==> config.mk <==
export PLATFORM = sky130hd
export DESIGN_NAME = led_color_buffer
export DESIGN_NICKNAME = d
export VERILOG_FILES = /design/src/hdl/lcb_pkg.sv /design/src/hdl/lcb_ram.sv /design/src/hdl/lcb_front.sv /design/src/hdl/lcb_queue.sv /design/src/hdl/lcb_back.sv /design/src/hdl/led_color_buffer.sv
export SDC_FILE = /design/constraint.sdc
export NUM_CORES = 2
export LEC_CHECK = 0
export BUFFER_PORTS_ARGS = -buffer_cell sky130_fd_sc_hd__buf_2
export CAP_MARGIN = 20
export CORE_UTILIZATION = 39
export CTS_CLUSTER_SIZE = 14
export DETAILED_ROUTE_END_ITERATION = 8
export GPL_ROUTABILITY_DRIVEN = 0
export GPL_TIMING_DRIVEN = 0
export PLACE_DENSITY = 0.53
export SETUP_SLACK_MARGIN = 0.05
export SLEW_MARGIN = 40
export SYNTH_ARGS = -nofsm -noshare
export SYNTH_HDL_FRONTEND = slang
export SYNTH_HIERARCHICAL = 1
export SYNTH_SLANG_ARGS = --single-unit
==> constraint.sdc <==
create_clock -name clock -period 12.18 [get_ports clock]
set_clock_uncertainty 0.15 [all_clocks]
set_input_delay 1.827 -clock clock [delete_from_list [all_inputs] [get_ports clock]]
set_output_delay 1.827 -clock clock [all_outputs]
set_load 0.01 [all_outputs]
==> src/hdl/lcb_pkg.sv <==
`timescale 1ns / 1ps
`default_nettype none

package lcb_pkg;

   // Store addresses never reach the product limit, so six bits always suffice.
   localparam int ADDR_W        = 6;
   localparam int PRODUCT_LIMIT = 59;
   localparam int COLOR_W       = 24;
   localparam int CSR_INDEX_W   = 1;
   localparam int CSR_DATA_W    = 7;
   localparam int QUEUE_DEPTH   = 2;

   typedef enum logic [CSR_INDEX_W-1:0] {
      CSR_FANS_IN_USE  = 1'b0,
      CSR_LEDS_PER_FAN = 1'b1
   } csr_index_type;

   typedef enum logic [2:0] {
      CMD_SET_RED     = 3'd0,
      CMD_SET_GREEN   = 3'd1,
      CMD_SET_BLUE    = 3'd2,
      CMD_SET_RGBA    = 3'd3,
      CMD_FILL_FAN    = 3'd4,
      CMD_FILL_COLUMN = 3'd5,
      CMD_READ        = 3'd6,
      CMD_UNUSED      = 3'd7
   } cmd_type;

   typedef enum logic [1:0] {
      ST_OK  = 2'd0,
      ST_FAN = 2'd1,
      ST_LED = 2'd2,
      ST_CFG = 2'd3
   } status_type;

   // What the back end has to do with a classified command.
   typedef enum logic [1:0] {
      KIND_RESP = 2'd0,
      KIND_READ = 2'd1,
      KIND_SET  = 2'd2,
      KIND_FILL = 2'd3
   } kind_type;

   typedef struct packed {
      kind_type            kind;
      status_type          status;
      cmd_type             cmd;
      logic [7:0]          value;
      logic [ADDR_W-1:0]   addr;
      logic [ADDR_W-1:0]   step;
      logic [ADDR_W-1:0]   count;
      logic [15:0]         prod_red;
      logic [15:0]         prod_green;
      logic [15:0]         prod_blue;
   } entry_type;

   // floor(p / 255) for any p up to 65025 (255 * 255), the largest color-times-alpha product.
   function automatic logic [7:0] div255(input logic [15:0] p);
      logic [16:0] s;
      s = {1'b0, p} + {9'b0, p[15:8]} + 17'd1;
      return s[15:8];
   endfunction

endpackage

`default_nettype wire

==> src/hdl/lcb_ram.sv <==
`timescale 1ns / 1ps
`default_nettype none

module lcb_ram #(
   parameter int WIDTH = 24,
   parameter int DEPTH = 64,
   parameter int AW    = (DEPTH > 1) ? $clog2(DEPTH) : 1
) (
   input  wire logic             clock,
   input  wire logic             we,
   input  wire logic [AW-1:0]    waddr,
   input  wire logic [WIDTH-1:0] wdata,
   input  wire logic [AW-1:0]    raddr,
   output logic      [WIDTH-1:0] rdata
);

   logic [WIDTH-1:0] mem_ff [DEPTH];
   logic [WIDTH-1:0] rdata_ff;

   always_ff @(posedge clock) begin
      if (we) begin
         mem_ff[waddr] <= wdata;
      end
      rdata_ff <= mem_ff[raddr];
   end

   assign rdata = rdata_ff;

endmodule

`default_nettype wire

==> src/hdl/lcb_front.sv <==
`timescale 1ns / 1ps
`default_nettype none

module lcb_front #(
   parameter int MAX_LEDS = 64
) (
   input  wire logic                               clock,
   input  wire logic                               reset,
   input  wire logic                               start,
   output logic                                    busy,
   input  wire logic [2:0]                         req_command,
   input  wire logic [5:0]                         req_fan,
   input  wire logic [5:0]                         req_led,
   input  wire logic [7:0]                         req_channel_value,
   input  wire logic [31:0]                        req_rgba,
   input  wire logic [lcb_pkg::CSR_DATA_W-1:0]     fans_in_use,
   input  wire logic [lcb_pkg::CSR_DATA_W-1:0]     leds_per_fan,
   input  wire logic                               q_full,
   output logic                                    push,
   output lcb_pkg::entry_type                      push_entry
);
   import lcb_pkg::*;

   localparam int LIMIT = (MAX_LEDS < PRODUCT_LIMIT) ? MAX_LEDS : PRODUCT_LIMIT;

   logic        front_valid_ff, front_valid_in;
   entry_type   entry_ff, entry_in;
   logic        accept;
   cmd_type     cmd;
   logic [13:0] cfg_prod;
   logic [12:0] base;
   logic [13:0] addr_sum;
   logic        cfg_bad, fan_ok, led_ok;

   assign cmd      = cmd_type'(req_command);
   assign cfg_prod = 14'(fans_in_use) * 14'(leds_per_fan);
   assign cfg_bad  = cfg_prod > 14'(LIMIT);
   assign base     = 13'(req_fan) * 13'(leds_per_fan);
   assign addr_sum = {1'b0, base} + 14'(req_led);
   assign fan_ok   = {1'b0, req_fan} < fans_in_use;
   assign led_ok   = {1'b0, req_led} < leds_per_fan;

   always_comb begin
      entry_in            = '0;
      entry_in.kind       = KIND_RESP;
      entry_in.status     = ST_OK;
      entry_in.cmd        = cmd;
      entry_in.value      = req_channel_value;
      entry_in.addr       = addr_sum[ADDR_W-1:0];
      entry_in.step       = '0;
      entry_in.count      = ADDR_W'(1);
      entry_in.prod_red   = 16'(req_rgba[31:24]) * 16'(req_rgba[7:0]);
      entry_in.prod_green = 16'(req_rgba[23:16]) * 16'(req_rgba[7:0]);
      entry_in.prod_blue  = 16'(req_rgba[15:8]) * 16'(req_rgba[7:0]);
      if (cmd == CMD_UNUSED) begin
         entry_in.status = ST_OK;
      end else if (cfg_bad) begin
         entry_in.status = ST_CFG;
      end else begin
         unique case (cmd)
            CMD_FILL_FAN: begin
               if (!fan_ok) begin
                  entry_in.status = ST_FAN;
               end else begin
                  entry_in.kind  = KIND_FILL;
                  entry_in.addr  = base[ADDR_W-1:0];
                  entry_in.step  = ADDR_W'(1);
                  entry_in.count = leds_per_fan[ADDR_W-1:0];
               end
            end
            CMD_FILL_COLUMN: begin
               if (!led_ok) begin
                  entry_in.status = ST_LED;
               end else begin
                  entry_in.kind  = KIND_FILL;
                  entry_in.addr  = req_led;
                  entry_in.step  = leds_per_fan[ADDR_W-1:0];
                  entry_in.count = fans_in_use[ADDR_W-1:0];
               end
            end
            default: begin
               if (!fan_ok) begin
                  entry_in.status = ST_FAN;
               end else if (!led_ok) begin
                  entry_in.status = ST_LED;
               end else begin
                  unique case (cmd) inside
                     CMD_SET_RED, CMD_SET_GREEN, CMD_SET_BLUE: entry_in.kind = KIND_SET;
                     CMD_SET_RGBA:                             entry_in.kind = KIND_FILL;
                     default:                                  entry_in.kind = KIND_READ;
                  endcase
               end
            end
         endcase
      end
   end

   assign busy   = front_valid_ff && q_full;
   assign accept = start && !busy;
   assign push   = front_valid_ff && !q_full;

   always_comb begin
      front_valid_in = front_valid_ff;
      if (accept) begin
         front_valid_in = 1'b1;
      end else if (push) begin
         front_valid_in = 1'b0;
      end
   end

   always_ff @(posedge clock) begin
      if (reset) begin
         front_valid_ff <= 1'b0;
      end else begin
         front_valid_ff <= front_valid_in;
      end
   end

   always_ff @(posedge clock) begin
      if (accept) begin
         entry_ff <= entry_in;
      end
   end

   assign push_entry = entry_ff;

endmodule

`default_nettype wire

==> src/hdl/lcb_queue.sv <==
`timescale 1ns / 1ps
`default_nettype none

module lcb_queue (
   input  wire logic               clock,
   input  wire logic               reset,
   input  wire logic               push,
   input  wire lcb_pkg::entry_type push_entry,
   input  wire logic               pop,
   output logic                    full,
   output logic                    not_empty,
   output lcb_pkg::entry_type      head
);
   import lcb_pkg::*;

   localparam int PW = (QUEUE_DEPTH > 1) ? $clog2(QUEUE_DEPTH) : 1;
   localparam int CW = $clog2(QUEUE_DEPTH + 1);

   entry_type       slot_ff [QUEUE_DEPTH];
   logic [PW-1:0]   wr_ptr_ff, wr_ptr_in;
   logic [PW-1:0]   rd_ptr_ff, rd_ptr_in;
   logic [CW-1:0]   count_ff, count_in;

   assign full      = count_ff == CW'(QUEUE_DEPTH);
   assign not_empty = count_ff != '0;
   assign head      = slot_ff[rd_ptr_ff];

   always_comb begin
      wr_ptr_in = wr_ptr_ff;
      rd_ptr_in = rd_ptr_ff;
      count_in  = count_ff;
      if (push) begin
         wr_ptr_in = (wr_ptr_ff == PW'(QUEUE_DEPTH - 1)) ? '0 : wr_ptr_ff + PW'(1);
      end
      if (pop) begin
         rd_ptr_in = (rd_ptr_ff == PW'(QUEUE_DEPTH - 1)) ? '0 : rd_ptr_ff + PW'(1);
      end
      if (push && !pop) begin
         count_in = count_ff + CW'(1);
      end else if (pop && !push) begin
         count_in = count_ff - CW'(1);
      end
   end

   always_ff @(posedge clock) begin
      if (reset) begin
         wr_ptr_ff <= '0;
         rd_ptr_ff <= '0;
         count_ff  <= '0;
      end else begin
         wr_ptr_ff <= wr_ptr_in;
         rd_ptr_ff <= rd_ptr_in;
         count_ff  <= count_in;
      end
   end

   always_ff @(posedge clock) begin
      if (push) begin
         slot_ff[wr_ptr_ff] <= push_entry;
      end
   end

endmodule

`default_nettype wire

==> src/hdl/lcb_back.sv <==
`timescale 1ns / 1ps
`default_nettype none

module lcb_back #(
   parameter int MAX_LEDS = 64
) (
   input  wire logic               clock,
   input  wire logic               reset,
   input  wire logic               q_valid,
   input  wire lcb_pkg::entry_type q_head,
   output logic                    q_pop,
   output logic                    rsp_strobe,
   output logic [7:0]              rsp_red,
   output logic [7:0]              rsp_green,
   output logic [7:0]              rsp_blue,
   output logic [1:0]              rsp_status
);
   import lcb_pkg::*;

   localparam int AW = (MAX_LEDS > 1) ? $clog2(MAX_LEDS) : 1;

   typedef enum logic [2:0] {
      S_IDLE  = 3'b001,
      S_MERGE = 3'b010,
      S_WALK  = 3'b100
   } back_state_type;

   back_state_type     state_ff, state_in;
   entry_type          work_ff, work_in;
   logic [COLOR_W-1:0] color_ff, color_in;
   logic [ADDR_W-1:0]  fill_position_ff, fill_position_in;
   logic [MAX_LEDS-1:0] valid_ff, valid_in;
   logic               strobe_ff, strobe_in;
   logic [7:0]         red_ff, red_in, green_ff, green_in, blue_ff, blue_in;
   status_type         status_ff, status_in;

   logic               ram_we;
   logic [AW-1:0]      ram_waddr, ram_raddr;
   logic [COLOR_W-1:0] ram_wdata, ram_rdata;
   logic [COLOR_W-1:0] cur, merged;

   lcb_ram #(
      .WIDTH (COLOR_W),
      .DEPTH (MAX_LEDS)
   ) u_store (
      .clock (clock),
      .we    (ram_we),
      .waddr (ram_waddr),
      .wdata (ram_wdata),
      .raddr (ram_raddr),
      .rdata (ram_rdata)
   );

   assign ram_waddr = AW'(work_ff.addr);
   assign ram_raddr = (state_ff == S_IDLE) ? AW'(q_head.addr) : AW'(work_ff.addr);

   // An entry never written since reset reads as black.
   assign cur = valid_ff[ram_waddr] ? ram_rdata : '0;

   always_comb begin
      case (work_ff.cmd)
         CMD_SET_RED:   merged = {work_ff.value, cur[15:0]};
         CMD_SET_GREEN: merged = {cur[23:16], work_ff.value, cur[7:0]};
         default:       merged = {cur[23:8], work_ff.value};
      endcase
   end

   always_comb begin
      state_in         = state_ff;
      work_in          = work_ff;
      color_in         = color_ff;
      fill_position_in = fill_position_ff;
      valid_in         = valid_ff;
      strobe_in        = 1'b0;
      red_in           = '0;
      green_in         = '0;
      blue_in          = '0;
      status_in        = ST_OK;
      q_pop            = 1'b0;
      ram_we           = 1'b0;
      ram_wdata        = color_ff;
      unique case (state_ff)
         S_IDLE: begin
            if (q_valid) begin
               q_pop            = 1'b1;
               work_in          = q_head;
               color_in         = {div255(q_head.prod_red), div255(q_head.prod_green),
                                   div255(q_head.prod_blue)};
               fill_position_in = '0;
               unique case (q_head.kind)
                  KIND_RESP: begin
                     strobe_in = 1'b1;
                     status_in = q_head.status;
                  end
                  KIND_READ, KIND_SET: begin
                     state_in = S_MERGE;
                  end
                  KIND_FILL: begin
                     if (q_head.count == '0) begin
                        strobe_in = 1'b1;
                     end else begin
                        state_in = S_WALK;
                     end
                  end
                  default: begin
                     state_in = S_IDLE;
                  end
               endcase
            end
         end
         S_WALK: begin
            ram_we              = 1'b1;
            valid_in[ram_waddr] = 1'b1;
            work_in.addr        = work_ff.addr + work_ff.step;
            fill_position_in    = fill_position_ff + ADDR_W'(1);
            if (fill_position_ff == work_ff.count - ADDR_W'(1)) begin
               fill_position_in = '0;
               strobe_in        = 1'b1;
               state_in         = S_IDLE;
            end
         end
         S_MERGE: begin
            strobe_in = 1'b1;
            state_in  = S_IDLE;
            if (work_ff.kind == KIND_READ) begin
               {red_in, green_in, blue_in} = cur;
            end else begin
               ram_we              = 1'b1;
               ram_wdata           = merged;
               valid_in[ram_waddr] = 1'b1;
            end
         end
         default: begin
            state_in = S_IDLE;
         end
      endcase
   end

   always_ff @(posedge clock) begin
      if (reset) begin
         state_ff         <= S_IDLE;
         fill_position_ff <= '0;
         valid_ff         <= '0;
         strobe_ff        <= 1'b0;
      end else begin
         state_ff         <= state_in;
         fill_position_ff <= fill_position_in;
         valid_ff         <= valid_in;
         strobe_ff        <= strobe_in;
      end
   end

   always_ff @(posedge clock) begin
      work_ff   <= work_in;
      color_ff  <= color_in;
      red_ff    <= red_in;
      green_ff  <= green_in;
      blue_ff   <= blue_in;
      status_ff <= status_in;
   end

   assign rsp_strobe = strobe_ff;
   assign rsp_red    = red_ff;
   assign rsp_green  = green_ff;
   assign rsp_blue   = blue_ff;
   assign rsp_status = status_ff;

endmodule

`default_nettype wire

==> src/hdl/led_color_buffer.sv <==
// The front end registers each command, the two-beat queue holds it and the back end
// takes one command at a time: a refused or unused command is answered as it is popped,
// a channel set or read passes through the merge state, and an RGBA write or a fill
// walks the store one LED after another (up to 59 LEDs). busy rises only when the front
// register and the queue are both occupied. Synchronous reset clears the store to black,
// both size registers to 1 and all control state; the receiver cannot stall result beats.
`timescale 1ns / 1ps
`default_nettype none

module led_color_buffer #(
   parameter int MAX_LEDS = 64
) (
   input  wire logic                              clock,
   input  wire logic                              reset,
   // Command channel: a beat is taken when start is high and busy is low.
   input  wire logic                              start,
   output logic                                   busy,
   input  wire logic [2:0]                        req_command,
   input  wire logic [5:0]                        req_fan,
   input  wire logic [5:0]                        req_led,
   input  wire logic [7:0]                        req_channel_value,
   input  wire logic [31:0]                       req_rgba,
   // Result channel: one beat per command, valid for the single cycle of rsp_strobe.
   output logic                                   rsp_strobe,
   output logic [7:0]                             rsp_red,
   output logic [7:0]                             rsp_green,
   output logic [7:0]                             rsp_blue,
   output logic [1:0]                             rsp_status,
   // Size registers; the user must write them only while idle, the block does not enforce it.
   input  wire logic                              csr_write_enable,
   input  wire logic [lcb_pkg::CSR_INDEX_W-1:0]   csr_index,
   input  wire logic [lcb_pkg::CSR_DATA_W-1:0]    csr_data
);
   import lcb_pkg::*;

   // The two size registers. They feed the front end only: the front end turns
   // them into a start address, a stride and a beat count for each command, so the
   // back end never needs to look at the configuration.
   logic [CSR_DATA_W-1:0] fans_in_use_ff, fans_in_use_in;
   logic [CSR_DATA_W-1:0] leds_per_fan_ff, leds_per_fan_in;

   always_comb begin
      fans_in_use_in  = fans_in_use_ff;
      leds_per_fan_in = leds_per_fan_ff;
      if (csr_write_enable) begin
         unique case (csr_index_type'(csr_index))
            CSR_FANS_IN_USE:  fans_in_use_in  = csr_data;
            CSR_LEDS_PER_FAN: leds_per_fan_in = csr_data;
            default:          fans_in_use_in  = fans_in_use_ff;
         endcase
      end
   end

   always_ff @(posedge clock) begin
      if (reset) begin
         fans_in_use_ff  <= CSR_DATA_W'(1);
         leds_per_fan_ff <= CSR_DATA_W'(1);
      end else begin
         fans_in_use_ff  <= fans_in_use_in;
         leds_per_fan_ff <= leds_per_fan_in;
      end
   end

   // The front end checks the configuration and the indices in the order
   // configuration, fan, LED, works out the store address and forms the three
   // color-times-alpha products, then holds the classified command in a register.
   logic      push;
   logic      q_full;
   entry_type push_entry;

   lcb_front #(
      .MAX_LEDS (MAX_LEDS)
   ) u_front (
      .clock             (clock),
      .reset             (reset),
      .start             (start),
      .busy              (busy),
      .req_command       (req_command),
      .req_fan           (req_fan),
      .req_led           (req_led),
      .req_channel_value (req_channel_value),
      .req_rgba          (req_rgba),
      .fans_in_use       (fans_in_use_ff),
      .leds_per_fan      (leds_per_fan_ff),
      .q_full            (q_full),
      .push              (push),
      .push_entry        (push_entry)
   );

   // A two-beat queue lets new commands come in while a long fill is walking.
   logic      q_pop;
   logic      q_not_empty;
   entry_type q_head;

   lcb_queue u_queue (
      .clock      (clock),
      .reset      (reset),
      .push       (push),
      .push_entry (push_entry),
      .pop        (q_pop),
      .full       (q_full),
      .not_empty  (q_not_empty),
      .head       (q_head)
   );

   // The back end owns the color store. It finishes the divide by 255, walks
   // fills one entry per cycle, does read-modify-write for channel sets, and
   // registers exactly one result beat per command.
   lcb_back #(
      .MAX_LEDS (MAX_LEDS)
   ) u_back (
      .clock      (clock),
      .reset      (reset),
      .q_valid    (q_not_empty),
      .q_head     (q_head),
      .q_pop      (q_pop),
      .rsp_strobe (rsp_strobe),
      .rsp_red    (rsp_red),
      .rsp_green  (rsp_green),
      .rsp_blue   (rsp_blue),
      .rsp_status (rsp_status)
   );

endmodule

`default_nettype wire
==> qor.txt <==
layout cells sized above 1 -> 26.37%
Post-Synth Simple-Gate Area -> 5.159%
1st-iter DRT viols -> 4224
routed vias/inst -> 5.447
slew margin rel. -> 35.41%
cell mode on critical path -> fa_1
top_reg_cell synth -> edfxtp_1
minimum clock period -> 6078 ps
antenna violations before repair -> 11
filler cell count -> 18820
clk buf depth -> 3
post-cts resize count -> 0
first-pass GRT wire length -> 329000 µm
Clk pin slew, worst setup/hold paths -> 60 ps
FF+latch area -> 57960 µm²
Unique masters post-synth -> 95
vias -> 46420
most common cell after layout, fill and taps aside -> edfxtp_1
CTS tree -> done
Crit. End Element -> register
post-route insts no fill -> 8522
Ports -> 95
Crit-path slowest cell -> fa_1
Starting Density -> 39.23%
Place WS -> 5231 ps
Root Buffer -> clkbuf_16
CTS sink cnt -> 1978
fin nets -> 5894
slowest cell delay on critical path -> 560 ps
Hold WS -> 287.1 ps
largest net degree at the start of global routing -> 42
overall power -> 24.24 mW
synthesized area -> 85110 µm²
final instance area -> 99590 µm²
highest metal used -> met5
Total GRT Usage -> 20.69%
Die Ht -> 469.2 µm
flops & latches, synth -> 1978
Startpoint Class -> primary input
gr ovfl total -> 0
drt wl/cell -> 26.64 µm
row count -> 171
Synth warnings -> 6
Worst-Skew Late Latency -> 850 ps
routed wl met3 -> 14060 µm
RSZ-0062 raised after global routing -> no
Hold-fix buffers, CTS -> 0
die area -> 220100 µm²
fin. max-slew vios -> 0
Post-CTS Setup Bufs -> 0
Min-Delay Path Class -> register to register
antenna viol nets, final -> 0
critical path's top delay family -> adder cells
Die X-Extent -> 469.2 µm
Post-synth EDFFs -> 1834
worst setup margin -> 6102 ps
WP data required -> 12590 ps
CP bufs+invs -> 5
Final Setup Violations -> 0
Final HPWL DP -> 164700 µm
Crit Path Class -> primary input to register
number of global-route vias before repair -> 47390
synthesis-to-finish area growth -> 17.02%
P per Cell Area -> 243.4 nW/µm²
met1 wire length -> 95940 µm
placed inst area -> 93170 µm²
Met2 Wirelength -> 108800 µm
fin util -> 45.91%
Max-Cap Viols -> 0
Async S/R FF share, synth -> 0%
TritonCTS Buffers -> 199
multi-input gate area in the final layout -> 25910 µm²
IO Port Bufs -> 92
largest family of logic cells by synthesized area -> multiplexers
H-tree levels -> 4
Mean Syn Cell Area -> 17.42 µm²
CORE AREA -> 217000 µm²
static leakage power -> 34.51 nW
Critical Path AT -> 6480 ps
Final Cycle Share -> 49.90%
Mapped Nets -> 5286
register area share after synthesis -> 68.09%
Cells after Synth -> 4887
most frequent cells in the layout -> edfxtp_1 (1834), mux4_2 (356), buf_2 (295)
Max Fclk -> 164.5 MHz
DP Cell Count -> 8147
worst vdd ir -> 0.1679 mV
final WL -> 227000 µm
Pre-Repair DR Iteration Count -> 7
Synth Area in XOR/XNOR -> 0.8953%
critical path, cell by cell -> buf_2, clkbuf_1, nand2_1, fa_1, fa_1, inv_1, fa_1, inv_1, fa_1, inv_1, ha_1, o21a_1, o31a_1, o211ai_1, a21oi_1, a2111oi_2, a21oi_1, xnor2_1
setup tns final -> 0 ps
Synth Area in Adders -> 6.107%
worst-margin pin slew -> 968.8 ps
DRC errors left -> 0
mux contribution to synthesized area -> 12.78%
compound-cell area share of the yosys netlist -> 4.488%
status -> complete, no violations
Hold Fails Final Rpt -> 0
worst-path maximum fanout -> 10
[Yosys cell counts (17+ instances only)]
| library cell | count | area (µm²) |
|---|---|---|
| fa_1 | 139 | 2783 |
| nand2_1 | 181 | 679.4 |
| a22oi_1 | 46 | 345.3 |
| edfxtp_1 | 1834 | 55070 |
| inv_1 | 223 | 837.1 |
| nand2b_1 | 41 | 256.5 |
| o21a_1 | 30 | 225.2 |
| buf_4 | 38 | 285.3 |
| mux2i_1 | 122 | 1221 |
| nand3_1 | 49 | 245.2 |
| and2_1 | 153 | 957.2 |
| dfxtp_1 | 144 | 2883 |
| buf_6 | 25 | 281.5 |
| buf_1 | 19 | 71.32 |
| and3_1 | 56 | 350.3 |
| nor2_2 | 23 | 143.9 |
| buf_2 | 51 | 255.2 |
| nor2_1 | 226 | 848.3 |
| ha_1 | 193 | 2415 |
| o22ai_1 | 65 | 406.6 |
| xnor2_1 | 66 | 578.1 |
| xor2_1 | 21 | 183.9 |
| or3_1 | 17 | 106.4 |
| nor2b_1 | 26 | 162.7 |
| clkbuf_1 | 95 | 356.6 |
| a31oi_1 | 18 | 112.6 |
| mux2_2 | 141 | 1588 |
| a21oi_1 | 164 | 820.8 |
| mux4_2 | 356 | 8018 |
| a221oi_1 | 56 | 490.5 |
| o21ai_0 | 51 | 255.2 |
[flip-flops by register name, summed over array words and instances, names as in the netlist, 24 cells and up, named ones only]
register and cells:
u_back/color_ff 24, u_back/u_store/mem_ff 1536, u_back/u_store/rdata 24, u_back/valid_ff 64, u_back/work_ff 25, u_front/push_entry 81, u_queue/slot_ff 162
[cell type report]
type	instances	share of cell area (%)
multi-input combinational	2454	26.02
antenna	3	0.007538
timing repair buffer	407	3.656
inverter	226	0.8543
clock inverter	98	0.8794
buffer	229	1.281
tap	2854	3.586
sequential	1978	58.19
clock buffer	273	5.528
[power by group]
group	switching (mW)	internal [mW]
clock network	2.59	3.40
registers	0.163	8.54
logic	6.01	3.53
[cells by family (layout without fill, tap and decap cells)]
group,after synthesis,after routing
DFF,1978,1978
and+or+nand+nor,858,858
muxes,622,622
AOI/OAI and AO/OA,555,555
buffers and inverters,455,1233
adders and majority gates,332,332
xor gates and xnor gates,87,87
other,0,3
[worst paths after layout]
| kind | depth (start not counted) | slack (ps) | from | to |
|---|---|---|---|---|
| setup / recovery | 18 | 6100 | req_rgba[2] | u_front/push_entry[31] |
| hold / removal | 0 | 290 | u_front/push_entry[38] | u_queue/slot_ff[0][38] |
| setup reg to reg | 18 | 6570 | u_back/ram_waddr[2] | u_back/u_store/mem_ff[17][6] |
| hold reg to reg | 0 | 290 | u_front/push_entry[38] | u_queue/slot_ff[0][38] |
[layer usage]
layer / vias up / track usage [%]
met4: 4 / 7.165
met5: - / 0
li1: 20320 / -
met1: 24290 / 27.65
met3: 369 / 3.742
met2: 1436 / 33.95
(Power assumes the default switching activity.)
